[src/design/gfb_pkg.sv]
// Shared types and constants of the grid bucketing filter.
package gfb_pkg;
    // Q12.4 coordinates: whole-pixel sizes are scaled by 2^COORD_FRAC_BITS
    localparam int COORD_FRAC_BITS = 4;

    localparam logic [2:0] OUT_STORED   = 3'd0;
    localparam logic [2:0] OUT_OUTSIDE  = 3'd1;
    localparam logic [2:0] OUT_EDGE     = 3'd2;
    localparam logic [2:0] OUT_FULL     = 3'd3;
    localparam logic [2:0] OUT_CLOSE    = 3'd4;
    localparam logic [2:0] OUT_OVERFLOW = 3'd5;

    localparam logic [2:0] REG_OFFSET_X = 3'd0;
    localparam logic [2:0] REG_OFFSET_Y = 3'd1;
    localparam logic [2:0] REG_BLOCK_W  = 3'd2;
    localparam logic [2:0] REG_BLOCK_H  = 3'd3;
    localparam logic [2:0] REG_COLS     = 3'd4;
    localparam logic [2:0] REG_ROWS     = 3'd5;
    localparam logic [2:0] REG_MIN_DIST = 3'd6;
    localparam logic [2:0] REG_MAX_PB   = 3'd7;

    typedef enum logic [3:0] {
        S_IDLE, S_CHECK, S_DIV, S_INDEX, S_CNT, S_EDGE, S_WALK, S_WAIT, S_CMP, S_STORE, S_OUT
    } t_state;

    typedef struct packed {
        logic [15:0] offset_x;
        logic [15:0] offset_y;
        logic [11:0] block_width;
        logic [11:0] block_height;
        logic [6:0]  grid_cols;
        logic [6:0]  grid_rows;
        logic [7:0]  min_distance;
        logic [9:0]  max_per_block;
    } t_cfg;
endpackage

[src/design/gfb_cfg_regs.sv]
// Configuration register file of the grid bucketing filter.
module gfb_cfg_regs import gfb_pkg::*; (
    input  logic        i_clk,
    input  logic        i_rst_n,
    input  logic        i_cfg_valid,
    output logic        o_cfg_ready,
    input  logic [2:0]  i_cfg_index,
    input  logic [15:0] i_cfg_data,
    output t_cfg        o_cfg
);
    t_cfg r_cfg;
    assign o_cfg_ready = 1'b1;
    assign o_cfg = r_cfg;

    always_ff @(posedge i_clk) begin
        if (!i_rst_n) begin
            r_cfg.offset_x      <= 16'd0;
            r_cfg.offset_y      <= 16'd0;
            r_cfg.block_width   <= 12'd150;
            r_cfg.block_height  <= 12'd120;
            r_cfg.grid_cols     <= 7'd5;
            r_cfg.grid_rows     <= 7'd4;
            r_cfg.min_distance  <= 8'd15;
            r_cfg.max_per_block <= 10'd20;
        end else if (i_cfg_valid) begin
            case (i_cfg_index)
                REG_OFFSET_X: r_cfg.offset_x      <= i_cfg_data;
                REG_OFFSET_Y: r_cfg.offset_y      <= i_cfg_data;
                REG_BLOCK_W:  r_cfg.block_width   <= i_cfg_data[11:0];
                REG_BLOCK_H:  r_cfg.block_height  <= i_cfg_data[11:0];
                REG_COLS:     r_cfg.grid_cols     <= i_cfg_data[6:0];
                REG_ROWS:     r_cfg.grid_rows     <= i_cfg_data[6:0];
                REG_MIN_DIST: r_cfg.min_distance  <= i_cfg_data[7:0];
                REG_MAX_PB:   r_cfg.max_per_block <= i_cfg_data[9:0];
                default: ;
            endcase
        end
    end
endmodule

[config.mk]
export PLATFORM = sky130hd
export DESIGN_NAME = gfb_cfg_regs
export DESIGN_NICKNAME = d
export VERILOG_FILES = /design/src/design/gfb_pkg.sv /design/src/design/gfb_cfg_regs.sv
export SDC_FILE = /design/constraint.sdc
export NUM_CORES = 1
export LEC_CHECK = 0
export BUFFER_PORTS_ARGS = -buffer_cell sky130_fd_sc_hd__buf_2
export CORE_MARGIN = 4
export CORE_UTILIZATION = 45
export DETAILED_ROUTE_END_ITERATION = 8
export GPL_ROUTABILITY_DRIVEN = 0
export GPL_TIMING_DRIVEN = 0
export PLACE_DENSITY = 0.8
export SLEW_MARGIN = 10
export SYNTH_ARGS = -nofsm -noshare
export SYNTH_HDL_FRONTEND = slang
export SYNTH_SLANG_ARGS = --single-unit
[constraint.sdc]
create_clock -name i_clk -period 2.85 [get_ports i_clk]
set_input_delay 0.57 -clock i_clk [delete_from_list [all_inputs] [get_ports i_clk]]
set_output_delay 0.57 -clock i_clk [all_outputs]
set_load 0.02 [all_outputs]
Word-level counts from Yosys, hierarchy flattened:

Index checks and enable logic that the tools add are counted.
Widths: inputs -> output; s select.

* reduce and logical (&&, ||, !) cells: 9
* eq/ne operators: 7

Operators with widths (count)
* $reduce_and 2->1: 8
* $eq 3x3->1 const B: 4
* $eq 3x2->1 const B: 2
* $eq 3x1->1 const B: 1
* $logic_not 3->1: 1

* input bits: 22
* logic and storage cells: 24
* bits in registers: 88

Depth between registers and ports, before layout:

* depth after elaboration: 2
* mapped depth: 5

Worst setup path after synthesis:

OpenSTA, ideal clock, no wires.

* kind: input -> register
* from: input port i_cfg_index[1]
* to: register r_cfg (netlist bit o_cfg[78])
* setup slack: 1.112 ns
* arrival: 1.614 ns
* buffers on the path: 3
* library setup time: 0.124 ns
* stages on the path: 5
* cell sequence: buf_2 or4b_4 buf_6 buf_12 mux2i_1

* word-level cells in the longest chain between the ends: 2

Ends and longest elaborated chain
* start: declaration: RTL line gfb_cfg_regs.sv:7 `input logic [2:0] i_cfg_index,`
* $logic_not 3->1: RTL line gfb_cfg_regs.sv:26 `case (i_cfg_index)`
* $reduce_and 2->1 (no source line)
* end: declaration: RTL line gfb_cfg_regs.sv:11 `t_cfg r_cfg;`

Every way passes these cells.
A chain may end at the register's enable or synchronous reset.

==> metrics.txt <==
switch share=0.2510; post-CTS setup buffers=0; HP Start=o_cfg[58]$_SDFFE_PN0P_; Final Slew Violations=0; fin crit period=1.594 ns; CTS tree=done; multiplexer area fraction after synthesis=0.2604; area leader, netlist=dfxtp_1; largest net degree at the start of global routing=16; Ports=111; CTS Buf Count=9; Max VDD drop=323.6 uV; Syn. warnings=0; number of diodes=0; FILL cells=691; end of the worst register-to-register path=o_cfg[10]$_SDFFE_PN1P_; Die X=94.71 um; leakage power=2.201 nW; Slew HR=0.5465; Final Routed Wirelength=8.605 mm; Post-DRT Antenna Nets=0; placed cells=531; CTS sink cnt=88; synthesized flop and latch total=88; CTS Root Cell=clkbuf_8; status=finished clean; reg-to-reg setup timing slack=2.19 ns; final cell count without fillers=547; Critical Path Start=i_rst_n; Clk Latency, worst-skew pair=0.35 ns; RSZ-0062 raised after global routing=no; Worst R2R Path Depth=2; Seq pwr share=0.532; critical path arrival=1.88 ns; element type at the critical path start=input pin; Synth Net Count=350; synthesized area=3383 um^2; post-synthesis xor/xnor area fraction=0; pwr/cell area=563.1 nW/um^2; worst-path fanout max=10; Hold Slack=0.4597 ns; # port buffers=104; Nets=465; Core ar.=7292 um^2; Reg clk slew, reported paths=0.09 ns; vias in the first global route=2,646; vias per inst=4.845; Reg-to-Reg Start=o_cfg[10]$_SDFFE_PN1P_; Starting Density=0.4640; Simple-Gate Fraction of Synth Area=0.1720; slew at the pin with the worst max-slew slack=0.6802 ns; Die Height=94.71 um; Internal Pwr Total=1.789 mW; cells after synthesis=328; DR WL met2=3.940 mm; post-synthesis adder-cell area fraction=0; largest family of logic cells by synthesized area=multiplexers; max reg flops=88; GRT Util Overall=0.1986; met1 wire length=3.787 mm; f_max=627.4 MHz; clock skew=0 ns; Endpoint, Worst Hold=o_cfg[58]$_SDFFE_PN0P_; Seq/Total Area, Yosys=0.5207; DR WL/cell=15.73 um; Crit path required time=3.13 ns; first-pass GRT wire length=13.55 mm; Mean Syn Cell Area=10.31 um^2; row count=31; layout cells sized above 1=0.2946; initial drt markers=116; total vias in the final route=2,650; final worst-path cycle share=0.5593; Setup TNS Final=0 ns; Max Used Layer=met4; Routed met3 length=755 um; residual DRC count=0; Hold WC Path Type=reg -> reg; GRT overflow=0; Synth top area share=0.5207; Placement Setup Slack=0.8656 ns; Die Area=8970 um^2; initial antenna violation count=0; cts hold-fix bufs=0; Crit Path Class=in -> reg; Net Sw Power=0.5996 mW; Netlist cell types=16; Setup crit end kind=flip-flop; Hold Path Depth=2; Compound-Gate Fraction of Synth Area=0; total power=2.388 mW; First-pass DRT Iterations=4; # setup viols final=0; H-tree depth=3; area grow syn2layout=25.37%; Clock power frac=0.381; Comb pwr share=0.087; Final Worst Setup Slack=1.256 ns; number of max-cap violations=0; CTS max path bufs=2; post_cts resized=0; Detail Placement HPWL=6.264 mm; Fin. Hold Viols=0; largest cells by area after synthesis=dfxtp_1, mux2i_1, nand2_1
-- placed cells by master, fill, tap and decap left out --
cell type   count
conb_1          1
and4b_1         1
clkbuf_8       11
buf_12          1
nand4b_1        3
buf_6           2
buf_4           2
nand4_1         1
clkinv_4        1
nand2_1        87
nor2b_1        25
nor4bb_1        2
nand4bb_1       2
mux2i_1        88
inv_6           1
clkinvlp_4      2
or4b_4          1
bufinv_16       1
clkbuf_1       18
buf_2         110
dfxtp_1        88
-- metrics by stage --
| stage | cell area (um^2) | util |
|---|---|---|
| after CTS | 4242 | 0.5817 |
| after detailed placement | 4028 | 0.5523 |
| final | 4242 | 0.5817 |
| after global routing | 4242 | 0.5817 |
| after global placement | 4028 | 0.5523 |
| after floorplan | 3383 | - |
-- metal layers --
| metal | GRT usage | vias up |
|---|---|---|
| li1 | - | 1306 |
| met1 | 0.2401 | 1242 |
| met2 | 0.3300 | 91 |
| met3 | 0.07331 | 11 |
| met4 | 0.05769 | 0 |
| met5 | 0 | - |
-- critical path, cell delays in order --
cell and delay, ns:
clkbuf_1 0.31, clkbuf_1 0.49, nand2_1 0.31, mux2i_1 0.19
-- how the worst max path moves through the flow --
stage | slack [ns] | end | cells past startpoint
6_report | 1.26 | o_cfg[64]$_SDFFE_PN0P_ | 4
5_1_grt | 1.08 | o_cfg[64]$_SDFFE_PN0P_ | 4
4_1_cts | 1.24 | o_cfg[64]$_SDFFE_PN0P_ | 4
3_5_place_dp | 0.87 | o_cfg[64]$_SDFFE_PN0P_ | 4
3_3_place_gp | 0.91 | o_cfg[64]$_SDFFE_PN0P_ | 4
2_1_floorplan | 1.11 | o_cfg[78]$_SDFFE_PN0P_ | 5
-- cells by family (layout without fill, tap and decap cells) --
| logic type | count (synthesis) | count (layout) |
|---|---|---|
| buffers and inverters | 29 | 149 |
| flip-flops | 88 | 88 |
| multiplexers | 88 | 88 |
| other | 1 | 1 |
| AND/OR/NAND/NOR | 122 | 122 |
-- power by group through the flow --
| stage | logic, mW | registers, mW | clock network [mW] |
|---|---|---|---|
| after global placement | 0.207 | 1.30 | 0 |
| after global routing | 0.227 | 1.27 | 0.977 |
| after CTS | 0.211 | 1.27 | 0.927 |
| after detailed placement | 0.211 | 1.30 | 0 |
| after floorplan | 0.102 | 1.33 | 0 |
| final | 0.209 | 1.27 | 0.910 |
-- synth_stat cells --
library cell  instances
mux2i_1              88
nor4bb_1              2
nand2_1              87
dfxtp_1              88
nand4_1               1
and4b_1               1
buf_2                 6
nand4b_1              3
conb_1                1
or4b_4                1
nand4bb_1             2
clkbuf_1             18
buf_6                 2
nor2b_1              25
buf_4                 2
buf_12                1
-- final cells by class --
class	instances	area, um^2	share of cell area
Timing Repair Buffer	104	520.5	0.1227
Buffer	29	155.1	0.03658
Tap cell	99	123.9	0.02920
Sequential cell	88	1762	0.4153
Clock inverter	5	62.56	0.01475
Multi-Input combinational cell	211	1466	0.3457
Clock buffer	11	151.4	0.03569
No activity file was read; power rests on OpenSTA's default activity.
