File: config.mk
export PLATFORM = sky130hd
export DESIGN_NAME = gfb_divider
export DESIGN_NICKNAME = d
export VERILOG_FILES = /design/src/design/gfb_divider.sv
export SDC_FILE = /design/constraint.sdc
export NUM_CORES = 1
export LEC_CHECK = 0
export CORE_MARGIN = 10
export CORE_UTILIZATION = 58
export DETAILED_ROUTE_END_ITERATION = 16
export DONT_BUFFER_PORTS = 1
export GPL_ROUTABILITY_DRIVEN = 0
export PLACE_DENSITY = 0.85
export SYNTH_ARGS = -nofsm -noshare
export SYNTH_HDL_FRONTEND = slang
export SYNTH_SLANG_ARGS = --single-unit
File: constraint.sdc
create_clock -name i_clk -period 2.6 [get_ports i_clk]
set_input_delay 0 -clock i_clk [delete_from_list [all_inputs] [get_ports i_clk]]
set_output_delay 0 -clock i_clk [all_outputs]
set_load 0.1 [all_outputs]
File: src/design/gfb_divider.sv
// Restoring divider producing block column and row one bit a cycle.
module gfb_divider (
    input  logic        i_clk,
    input  logic        i_rst_n,
    input  logic        i_start,
    input  logic [15:0] i_num_x,
    input  logic [15:0] i_num_y,
    input  logic [19:0] i_den_x,
    input  logic [19:0] i_den_y,
    output logic        o_done,
    output logic [15:0] o_quo_x,
    output logic [15:0] o_quo_y
);
    logic [4:0]  r_cnt;
    logic        r_busy;
    logic [15:0] r_qx, r_qy;
    logic [20:0] r_rx, r_ry;
    logic [20:0] w_tx, w_ty;

    assign w_tx = {r_rx[19:0], r_qx[15]};
    assign w_ty = {r_ry[19:0], r_qy[15]};
    assign o_done = r_busy && (r_cnt == 5'd0);
    assign o_quo_x = r_qx;
    assign o_quo_y = r_qy;

    always_ff @(posedge i_clk) begin
        if (!i_rst_n) begin
            r_busy <= 1'b0;
            r_cnt  <= 5'd0;
        end else if (i_start) begin
            r_busy <= 1'b1;
            r_cnt  <= 5'd16;
        end else if (r_busy) begin
            if (r_cnt == 5'd0) r_busy <= 1'b0;
            else r_cnt <= r_cnt - 5'd1;
        end
    end

    always_ff @(posedge i_clk) begin
        if (i_start) begin
            r_qx <= i_num_x;
            r_qy <= i_num_y;
            r_rx <= 21'd0;
            r_ry <= 21'd0;
        end else if (r_busy && r_cnt != 5'd0) begin
            if (w_tx >= {1'b0, i_den_x}) begin
                r_rx <= w_tx - {1'b0, i_den_x};
                r_qx <= {r_qx[14:0], 1'b1};
            end else begin
                r_rx <= w_tx;
                r_qx <= {r_qx[14:0], 1'b0};
            end
            if (w_ty >= {1'b0, i_den_y}) begin
                r_ry <= w_ty - {1'b0, i_den_y};
                r_qy <= {r_qy[14:0], 1'b1};
            end else begin
                r_ry <= w_ty;
                r_qy <= {r_qy[14:0], 1'b0};
            end
        end
    end
endmodule

After elaboration in Yosys (flattened, before gate mapping)

Cells that the tools add are included.

Flip-flop bits (word level): 78
Bits of input ports: 75
Output and inout bits: 33
Logic and storage cells: 38

Add/sub/neg operators: 3
Magnitude comparators: 2
Equal/unequal tests: 1
Multiplexer cells: 14
Bitwise operators: 2
Reduce and logical (&&, ||, !) cells: 9

Operators with widths:

| operator                                         | number |
|---|---|
| two-way mux 16 bit                               | 4 |
| greater-or-equal comparator 21 x 20 -> 1 bit     | 2 |
| two-way mux 20 bit                               | 2 |
| subtractor 20 bit                                | 2 |
| two-way mux 5 bit                                | 3 |
| zero test 5 bit                                  | 1 |
| two-way mux 1 bit                                | 5 |
| nonzero test 5 bit                               | 1 |
| subtractor 5 x 1 -> 5 bit, second input constant | 1 |
| AND reduction 2 bit                              | 2 |
| nonzero test 2 bit                               | 2 |
| logical AND 1 bit                                | 2 |
| inequality test 2 bit, second input constant     | 1 |
| NOT 1 bit                                        | 2 |
| OR reduction 2 bit                               | 1 |

Longest topological paths before layout

Word-level depth: 4
Mapped depth: 12
Mapped depth without buffers: 11

Least setup slack after synthesis

Ideal clock, no wire load.

Path type: reg2reg
Start: register r_qx[15], in the netlist o_quo_x[15]
End: register r_rx[16]
Setup time: 0.091 ns
Arrival: 2.964 ns
Required time: 2.509 ns
Setup slack: -0.455 ns
Stages on the path, launching flop included: 12
Path buffers: 0
Clock period less this slack: 3.055 ns
Cells stage by stage: edfxtp_1 -> inv_1 -> ha_1 -> fa_1 -> nor2b_1 -> o31a_1 -> o31a_1 -> o31ai_2 -> a21oi_1 -> mux2i_1 -> o21ai_0 -> a311oi_1

Longest elaborated chain between the ends: 2
Elaborated cells on any way between the ends: 3
Classes of those cells: add/sub (1); order compare (1); mux (1)

Ends and longest elaborated chain:

| item                                                                              | RTL line | RTL |
|---|---|---|
| start: declaration                                                                | 16       | `logic [15:0] r_qx, r_qy;` |
| start signal: assignment                                                          | 41       | `r_qx <= i_num_x;` |
| start signal: assignment                                                          | 48       | `r_qx <= {r_qx[14:0], 1'b1};` |
| start signal: assignment                                                          | 51       | `r_qx <= {r_qx[14:0], 1'b0};` |
| subtractor 20 bit or greater-or-equal comparator 21 x 20 -> 1 bit (tied branches) | 47, 46   |  |
| two-way mux 20 bit *                                                              | 46       | `if (w_tx >= {1'b0, i_den_x}) begin` |
| end signal: assignment                                                            | 47       | `r_rx <= w_tx - {1'b0, i_den_x};` |
| end signal: assignment                                                            | 50       | `r_rx <= w_tx;` |
| end: declaration                                                                  | 17       | `logic [20:0] r_rx, r_ry;` |

Mark *: on every way between the ends. The rest lies on a longest branch, timed or not.
A chain may end at the register's enable or synchronous reset.

Worst setup path in the final report

Start: register r_qy[15], in the netlist o_quo_y[15]
End: register r_ry[14]

Longest elaborated chain between the ends: 2
Elaborated cells on any way between the ends: 3
Classes of those cells: add/sub (1); order compare (1); mux (1)

Ends and longest elaborated chain:

| item                                                                              | RTL line | RTL |
|---|---|---|
| start: declaration                                                                | 16       |  |
| start signal: assignment                                                          | 42       | `r_qy <= i_num_y;` |
| start signal: assignment                                                          | 55       | `r_qy <= {r_qy[14:0], 1'b1};` |
| start signal: assignment                                                          | 58       | `r_qy <= {r_qy[14:0], 1'b0};` |
| subtractor 20 bit or greater-or-equal comparator 21 x 20 -> 1 bit (tied branches) | 54, 53   |  |
| two-way mux 20 bit *                                                              | 53       | `if (w_ty >= {1'b0, i_den_y}) begin` |
| end signal: assignment                                                            | 54       | `r_ry <= w_ty - {1'b0, i_den_y};` |
| end signal: assignment                                                            | 57       | `r_ry <= w_ty;` |
| end: declaration                                                                  | 17       |  |

Marked as above.

==> results <==
- The flow ran to the end, but the final reports show violations.
- The final reports fail on negative hold slack, negative setup slack.
- The post-CTS clock slew at the launch and capture registers of the worst setup and hold paths is 100 ps.
- The final instance area is 0.00744 mm2.
- For the worst-skew pair, the clock arrives at the later sink with an insertion delay of 390 ps.
- The area growth from synthesis to layout is 30.3%.
- For this configuration, the core starts out at a cell density of 58.9%.
- The terminus of the critical flop-to-flop path is r_ry[14]$_SDFFE_PP0P_.
- The largest buffer count on any clock path is 2.
- The period utilization is 107%.
- Cells with a size suffix above 1 make up 28.3% of the layout.
- The routed design has 21.7 mm of wire.
- Broken down by cell family, the worst path's largest delay share belongs to compound AO/OA/AOI/OAI gates.
- Among all stages on the critical path, the largest delay is contributed by sky130_fd_sc_hd__edfxtp_1.
- TritonCTS built the clock tree.
- The average via count per standard cell is 6.92.
- In the post-route analysis, the smallest setup slack over all paths is -178 ps.
- The data required time of the worst path is 2850 ps.
- In this design, the stage delay of the slowest critical-path cell is 440 ps.
- In this run the mean area of a mapped cell was 8.81 um2.
- The sequential fraction of the synthesis area is 33.0%.
- After synthesis the cells add up to 0.00571 mm2.
- Input and output buffers added on the ports amount to 0.
- The max-capacitance violation count is 0.
- Entering global routing, the biggest net connects 54 pins.
- The proportion of power drawn by flip-flops and latches is 35.2%.
- OpenSTA, run right after detailed placement, puts the worst setup slack at -28.0 ps.
- The share of synthesized flip-flops with an asynchronous set or reset is 0%.
- The final cell utilization of the core is 76.8%.
- The primary flip-flop cell chosen by synthesis mapping is sky130_fd_sc_hd__dfxtp_1.
- The count of final hold-check violations is 1.
- After detailed routing, the average wire length per cell comes to 24.4 um.
- The combinational share of power is 40.7%.
- The synthesized design contains 32 enable-type register cells.
- Of all nets on the critical path, the largest fanout is 3.
- The critical path starts at o_quo_y[15]$_DFFE_PP_.
- Summed over all nets, the half-perimeter wirelength after detailed placement is 12.1 mm.
- The first routing iteration left 1088 violations.
- STA classifies the critical path endpoint as a flip-flop.
- The worst IR drop on VDD is 0.295 mV.
- The initial antenna violation count is 0.
- The leakage power is 3.01 nW.
- In the global route stage, overall resource usage came out at 25.4%.
- The global-route wire length before repair is 29.6 mm.
- Net switching is 42.0% of the power.
- The final route contains 6150 vias.
- In this run the remaining antenna-violating nets after routing total 0.
- Cell internal power was estimated by the tool at 0.00243 W.
- 0 antenna diodes ended up in the layout.
- The final critical path time including I/O delays and setup is 2780 ps.
- In this run, the clock network consumes 24.1% of the power.
- The worst hold path belongs to the class in2reg.
- The floorplan has 36 rows.
- The buffer type at the clock tree root is sky130_fd_sc_hd__clkbuf_8.
- The critical path runs through a total of 12 cells.
- In the routed design, unresolved DRC markers number 0.
- Based on the critical path, the design can be clocked at up to 360 MHz.
- In the layout the commonest cells are sky130_fd_sc_hd__buf_4 (79), sky130_fd_sc_hd__nor2_1 (61), sky130_fd_sc_hd__inv_1 (49), sky130_fd_sc_hd__dfxtp_1 (44), sky130_fd_sc_hd__nand2_1 (41).
- The die area is 0.0142 mm2.
- Final hold analysis gives a worst-case slack of -13.6 ps.
- At the end of the flow, the number of nets in the layout was 870.
- The capturing instance or port of the critical path is r_ry[14]$_SDFFE_PP0P_.
- The type of the worst setup path is reg2reg.
- In this run the number of H-tree levels came out at 3.
- The actual transition at the worst max-transition pin is 689 ps.
- Buffers inserted during clock tree synthesis total 9.
- The gate count after technology mapping is 648.
- The arrival time reported for the critical path endpoint is 3020 ps.
- For this design the ratio of total power to cell area is 562 mW/mm2.
- Measured against its own limit, the worst slew margin works out to 53.7%.
- In this run the most critical hold path is launched from i_den_x[0].
- The number of nets handed over by synthesis was 767.
- The commonest non-fill, non-tap cell in the layout is sky130_fd_sc_hd__buf_4.
- The startpoint type of the worst setup path is a flip-flop.
- The signal on the critical path passes through inv_2 > ha_4 > fa_2 > nor2b_2 > o31a_1 > o41a_1 > a211oi_4 > buf_4 > o31ai_2 > a21oi_1 > xor2_1 > o21ai_0.
- In this run the count of I/O pins placed on the die edge is 108.
- For this run, the number of Yosys warnings is 0.
- The setup check on the worst reg-to-reg path leaves a slack of -180 ps.
- The total overflow left after global routing is 0.
- The worst-case reg-to-reg path depth is 12.
- The analysis attributes to net switching a power of 0.00176 W.
- The setup skew after layout is 18.9 ps.
- Setup repair after global routing could not meet its margin everywhere.
- The floorplan step set the die height to 119 um.
- The core region is 0.00968 mm2.
- The synthesized flop and latch total is 78.
- The number of setup violations in the final report is 22.
- The synthesized netlist contains 73 unique library cells.
- The number of global-route vias before repair is 5698.
- The buffers plus inverters on the worst setup path is 2.
- Fill cells in the final layout number 565.
- The design draws 0.00418 W.
- Measured along the x axis, the die boundary spans 119 um.
- In this run the critical register-to-register path is launched from o_quo_y[15]$_DFFE_PP_.
- For this run, the detailed router's first-pass iteration total came to 7.
- The max-slew violation total from the final report was 0.
- Once placement finished, the instance area stood at 0.00634 mm2.
- The number of sinks driven by the clock tree is 78.
-- worst min path at each step --
stage	slack, ps	cells past startpoint	endpoint
after detailed placement	80	1	r_ry[19]$_SDFFE_PP0P_
after floorplan	130	1	r_busy$_SDFF_PN0_
after CTS	3	3	r_busy$_SDFF_PN0_
after global routing	9	3	r_rx[0]$_SDFFE_PP0P_
after global placement	80	1	r_rx[10]$_SDFFE_PP0P_
final	-10	3	r_rx[0]$_SDFFE_PP0P_
-- Yosys cell counts, types with 16 or more instances --
| cell | n | share of area (%) |
|---|---|---|
| sky130_fd_sc_hd__nor2_1 | 63 | 4.1 |
| sky130_fd_sc_hd__inv_1 | 51 | 3.4 |
| sky130_fd_sc_hd__nand2_1 | 50 | 3.3 |
| sky130_fd_sc_hd__dfxtp_1 | 46 | 16 |
| sky130_fd_sc_hd__ha_1 | 42 | 9.2 |
| sky130_fd_sc_hd__a21oi_1 | 38 | 3.3 |
| sky130_fd_sc_hd__o21ai_0 | 33 | 2.9 |
| sky130_fd_sc_hd__edfxtp_1 | 32 | 17 |
| sky130_fd_sc_hd__mux2_2 | 32 | 6.3 |
| sky130_fd_sc_hd__clkbuf_1 | 18 | 1.2 |
| sky130_fd_sc_hd__nand3_1 | 16 | 1.4 |
| sky130_fd_sc_hd__nor3_1 | 16 | 1.4 |
-- worst reg2reg max path: stages, from the launching register on --
cell,delay [ps]
sky130_fd_sc_hd__edfxtp_1,440
sky130_fd_sc_hd__inv_2,110
sky130_fd_sc_hd__ha_4,150
sky130_fd_sc_hd__fa_2,210
sky130_fd_sc_hd__nor2b_2,70
sky130_fd_sc_hd__o31a_1,260
sky130_fd_sc_hd__o41a_1,370
sky130_fd_sc_hd__a211oi_4,320
sky130_fd_sc_hd__buf_4,170
sky130_fd_sc_hd__o31ai_2,60
sky130_fd_sc_hd__a21oi_1,190
sky130_fd_sc_hd__xor2_1,180
sky130_fd_sc_hd__o21ai_0,120
-- cell families (layout without fill, tap and decap cells) --
kind of cell             count (synthesis)  after routing  synth area share (%)
AO/OA/AOI/OAI                          178            180                  22.7
XOR/XNOR                                25             25                  3.84
adder cells (fa/ha/maj)                 44             44                  9.91
buffers and inverters                   81            187                  5.94
flip-flops                              78             78                  33.0
multiplexers                            38             38                  7.37
AND/OR/NAND/NOR                        204            204                  17.3
-- area by class of cell --
type | count | area (um2) | share of cell area, %
multi-input combinational | 491 | 3930 | 52.9
sequential | 78 | 1880 | 25.3
timing repair buffer | 120 | 1060 | 14.2
inverter | 51 | 191 | 2.57
tap | 133 | 166 | 2.24
clock buffer | 9 | 124 | 1.67
clock inverter | 7 | 77.6 | 1.04
-- flip-flops by register name, summed over array words and instances (netlist names) --
signal and cells:
r_cnt 5, r_busy 1, o_quo_x 16, o_quo_y 16, r_ry 20, r_rx 20
-- per-stage QoR --
stage,cells,TNS (ps)
final,889,-1070
after global routing,889,-2460
after CTS,870,-54.7
after detailed placement,815,-47.8
after global placement,815,0
after floorplan,648,-5870
-- timing repair --
action,CTS,global route
resized for setup,7,66
hold buffers,36,0
endpoints found under the setup margin,5,41
pin swaps,3,43
gates cloned,0,3
hold endpoints to repair,62,0
setup buffers,3,16
-- metal layers --
metal  track usage (%)  part of all wire [%]
met5                 0                     0
met4              15.7                   8.4
met3              4.96                   9.5
met2              44.0                    49
met1              27.9                    33
-- power by group through the flow --
stage	Sequential (W)	Combinational [W]	Clock [W]
2_1_floorplan	0.00185	0.000715	0
3_3_place_gp	0.00147	0.00134	0
3_5_place_dp	0.00148	0.00139	0
4_1_cts	0.00145	0.00147	0.000975
5_1_grt	0.00148	0.00177	0.00104
6_report	0.00147	0.00170	0.00101
(Power assumes the default switching activity.)
